## src/rtl/lsa_ram.sv

```systemverilog
`timescale 1ns / 1ps
// ----------------------------------------------------------------------------
// lsa_ram
// generic single write, single read ram with registered read data
// ----------------------------------------------------------------------------
module lsa_ram #(
    parameter int WIDTH = 8,
    parameter int DEPTH = 16
) (
    input  logic                     clk,
    input  logic                     we,
    input  logic [$clog2(DEPTH)-1:0] waddr,
    input  logic [WIDTH-1:0]         wdata,
    input  logic                     re,
    input  logic [$clog2(DEPTH)-1:0] raddr,
    output logic [WIDTH-1:0]         rdata
);

    logic [WIDTH-1:0] mem [DEPTH];

    always_ff @(posedge clk)
    begin
        if (we)
        begin
            mem[waddr] <= wdata;
        end
        if (re)
        begin
            rdata <= mem[raddr];
        end
    end

endmodule

```

## config.mk

```make
export PLATFORM = sky130hd
export DESIGN_NAME = lsa_ram
export DESIGN_NICKNAME = d
export VERILOG_FILES = /design/src/rtl/lsa_ram.sv
export SDC_FILE = /design/constraint.sdc
export NUM_CORES = 1
export LEC_CHECK = 0
export CORE_MARGIN = 2
export CORE_UTILIZATION = 25
export CTS_CLUSTER_DIAMETER = 100
export DETAILED_ROUTE_END_ITERATION = 6
export DONT_BUFFER_PORTS = 1
export PLACE_DENSITY = 0.41
export SLEW_MARGIN = 20
export SYNTH_ARGS = -nofsm -noshare
export SYNTH_HDL_FRONTEND = slang
export SYNTH_SLANG_ARGS = --single-unit
export TNS_END_PERCENT = 20
```

## constraint.sdc

```tcl
create_clock -name clk -period 3.85 [get_ports clk]
set_clock_uncertainty 0.1 [all_clocks]
set_input_delay 0.5775 -clock clk [delete_from_list [all_inputs] [get_ports clk]]
set_output_delay 0.5775 -clock clk [all_outputs]
set_load 0.01 [all_outputs]
```

==> results by group <==
Outcome
  – Result of the run: finished, final reports clean

Floorplanning
  – # IOs: 27
  – Row count: 52
  – Die Y-Extent: 149 um
  – Die Wd: 149 um
  – Initial Util: 0.257
  – Area of the placeable core: 20400 um2
  – Area of the die: 22100 um2

Timing
  – Final slew viol count: 0
  – Total Negative Setup Slacks: 0 ns
  – Maximum clock rate: 0.550 GHz
  – Final worst path period share: 0.472
  – Final setup violation count: 0
  – Final period demand of the worst path: 1.82 ns
  – Tightest slew margin relative to the limit: 0.459
  – Final count of hold timing violations: 0
  – Slew at the pin closest to its max-slew limit: 0.809 ns
  – Worst hold margin: 0.152 ns
  – RSZ-0062 raised after global routing: false

Clock network
  – Post-cts repair resize count: 0
  – Post-CTS Hold Fix Bufs: 0
  – Clock-pin slew of the registers on the worst-case setup and hold paths: 0.06 ns
  – Clock Latency Late Sink: 0.42 ns
  – Number of sinks on the clock net: 136
  – TritonCTS clock tree: done
  – Setup fix buffers added after clock tree synthesis: 0
  – H-tree levels: 4
  – Number of buffers added by the clock tree synthesis step: 17
  – Maximum clock path buffer count: 2
  – Clock root buffer: clkbuf_16

Critical path
  – Setup crit end kind: flip-flop
  – Reg-to-reg critical path endpoint: rdata[1]
  – Setup slack, reg-to-reg: 2.17 ns
  – Slowest stage delay, CP: 0.64 ns
  – Category of the most critical setup path: in2reg
  – Reg2reg start: mem[9][1]
  – Required time at the worst-slack endpoint: 3.79 ns
  – Critical path launch point: waddr[2]
  – Number of cell instances on the worst register-to-register path: 3
  – Series of cell instances along the critical path: or3b_2 -> nor2_1
  – Cell family with most CP delay: simple AND/OR/NAND/NOR gates
  – Master of the slowest instance on the critical path: nor2_1
  – Critical Path End: mem[3][2]
  – Highest fanout seen on the critical path: 8
  – Sum of buffers and inverters on the critical path: 0
  – Stages on worst setup path: 2
  – Data arrival at the endpoint of the critical path: 1.76 ns
  – Worst Setup Start Kind: input pin

Synthesis
  – Number of cells produced by synthesis: 229
  – Xor-xnor portion of the synthesized cell area: 0
  – Compound-Gate Fraction of Synth Area: 0.0230
  – Mean instance size in the synthesized netlist: 22.8 um2
  – Sequential-to-total area share from yosys stat: 0.781
  – Combinational family with the most area after synthesis: multiplexers
  – Synth area leaders: edfxtp_1 (78%), mux4_2 (7.8%), mux4_1 (7.0%), a22oi_1 (2.3%), nor2_1 (0.93%)
  – Area fraction in and, or, nand and nor cells after synthesis: 0.0314
  – Area share of fa/ha/maj cells after synthesis: 0
  – Net count of the mapped netlist: 248
  – Area fraction of the dominant cell type after synthesis: 0.781
  – Total of warnings raised by yosys: 0
  – Synth Register Bits: 136
  – Multiplexer share of the synthesized area: 0.148
  – Synthesized area: 5230 um2
  – Number of library cell types mapped by synthesis: 18
  – Dominant cell type by area after synthesis: edfxtp_1

Detailed routing
  – Per-cell via count in the routed design: 4.32
  – Number of DRC violations after detailed-routing iteration 0: 189
  – Total wirelength of the detailed-routed design: 11400 um
  – Total vias in the final route: 2261
  – Antenna-violating nets left: 0
  – Detailed-router iteration count before antenna repair: 5
  – DRC: 0
  – Detail-routed net length per standard cell: 21.7 um

Final layout
  – Final std cell area, no fill: 6140 um2
  – Flip-flop and latch area: 4080 um2
  – Antenna fix cells: 0
  – NumNets Final: 259
  – Count of fill cells added during filler insertion: 1967
  – Area of the multi-input gates: 1070 um2
  – Synthesis-to-finish area growth: 17.5%
  – Layout cells sized above 1: 0.213

Place
  – Half-perimeter wire length of the detailed placement result: 6960 um
  – IO buf count: 0
  – Routability cong.: 0.650
  – Placed standard-cell area: 5500 um2

Pwr
  – Worst voltage drop across the vdd grid: 0.316 mV
  – Leakage power: 1.93 nW
  – Power density over the cells: 576 nW/um2

GRT
  – Leftover overflow at the end of global routing: 0
  – Initial antenna violation count: 0
  – Total routing resource utilization after global routing: 0.109
  – First-pass GRT wire length: 16400 um
  – Number of global-route vias before repair: 2412
  – Pin count of the biggest net entering global routing: 33

Flow run
  – Max capacitance violation total: 0

Min path
  – Hold Crit Class: in2reg
routing by layer:
layer  GRT usage  vias to the layer above  routed length (um)
met5           0                        -                   0
met4      0.0386                        0                 122
met3      0.0439                        8                 866
li1            -                     1005                   -
met2       0.155                       66                4970
met1       0.152                     1182                5400
worst min-delay path by stage:
stage	endpoint	cells after the start	startpoint	slack [ns]
finish	mem[4][4]	0	wdata[4]	0.15
global route	mem[15][1]	0	wdata[1]	0.12
floorplan	mem[0][0]	0	wdata[0]	0.58
global placement	mem[14][1]	0	wdata[1]	0.58
detailed placement	mem[15][1]	0	wdata[1]	0.58
CTS	mem[15][1]	0	wdata[1]	0.13
registers in the layout (all words and copies together) (netlist names):
register / cells
mem: 128
rdata: 8
placed cells by master (no fill, tap or decap), types with 2 or more instances in the layout:
master,instances
a22oi_1,16
buf_4,2
bufinv_16,4
clkbuf_16,17
clkinv_4,2
edfxtp_1,136
inv_6,6
mux4_1,14
mux4_2,18
nand2_1,9
nand2b_1,2
nand3b_1,2
nor2_1,13
nor3_1,2
nor3_2,2
power by group:
part,total [mW],switching (mW),internal (mW)
Combinational,0.0953,0.0479,0.0474
Clock,1.76,0.656,1.10
Sequential,1.68,0.0118,1.67
Total,3.54,0.716,2.82
area by class of cell:
class | count | share of cell area
flip-flops and latches | 136 | 0.665
clock buffers | 18 | 0.0699
multi-input cells | 83 | 0.174
clock inverters | 14 | 0.0340
repair buffers | 2 | 0.00244
well taps | 270 | 0.0550
synth_stat cells, drive strengths merged:
| cell type | n |
|---|---|
| mux4 | 32 |
| nor2 | 13 |
| clkdlybuf4s25 | 3 |
| nand3b | 2 |
| nand2b | 2 |
| nor2b | 1 |
| nand2 | 9 |
| a22oi | 16 |
| nor3 | 4 |
| edfxtp | 136 |
| and2 | 1 |
| and2b | 1 |
| nand3 | 1 |
| buf | 7 |
| or3b | 1 |
stage by stage:
stage	util	setup WS, ns	instances	power (mW)
2_1_floorplan	-	1.68	229	1.79
3_3_place_gp	0.270	1.64	491	1.81
3_5_place_dp	0.270	1.60	491	1.81
4_1_cts	0.301	2.05	523	3.57
5_1_grt	0.302	1.98	523	3.64
6_report	0.302	2.03	523	3.54
logic make-up after synthesis:
kind of cell	count (synthesis)
and+or+nand+nor	35
DFF	136
buffers and inverters	10
muxes	32
AOI/OAI and AO/OA	16
No activity file was read; power rests on OpenSTA's default activity.
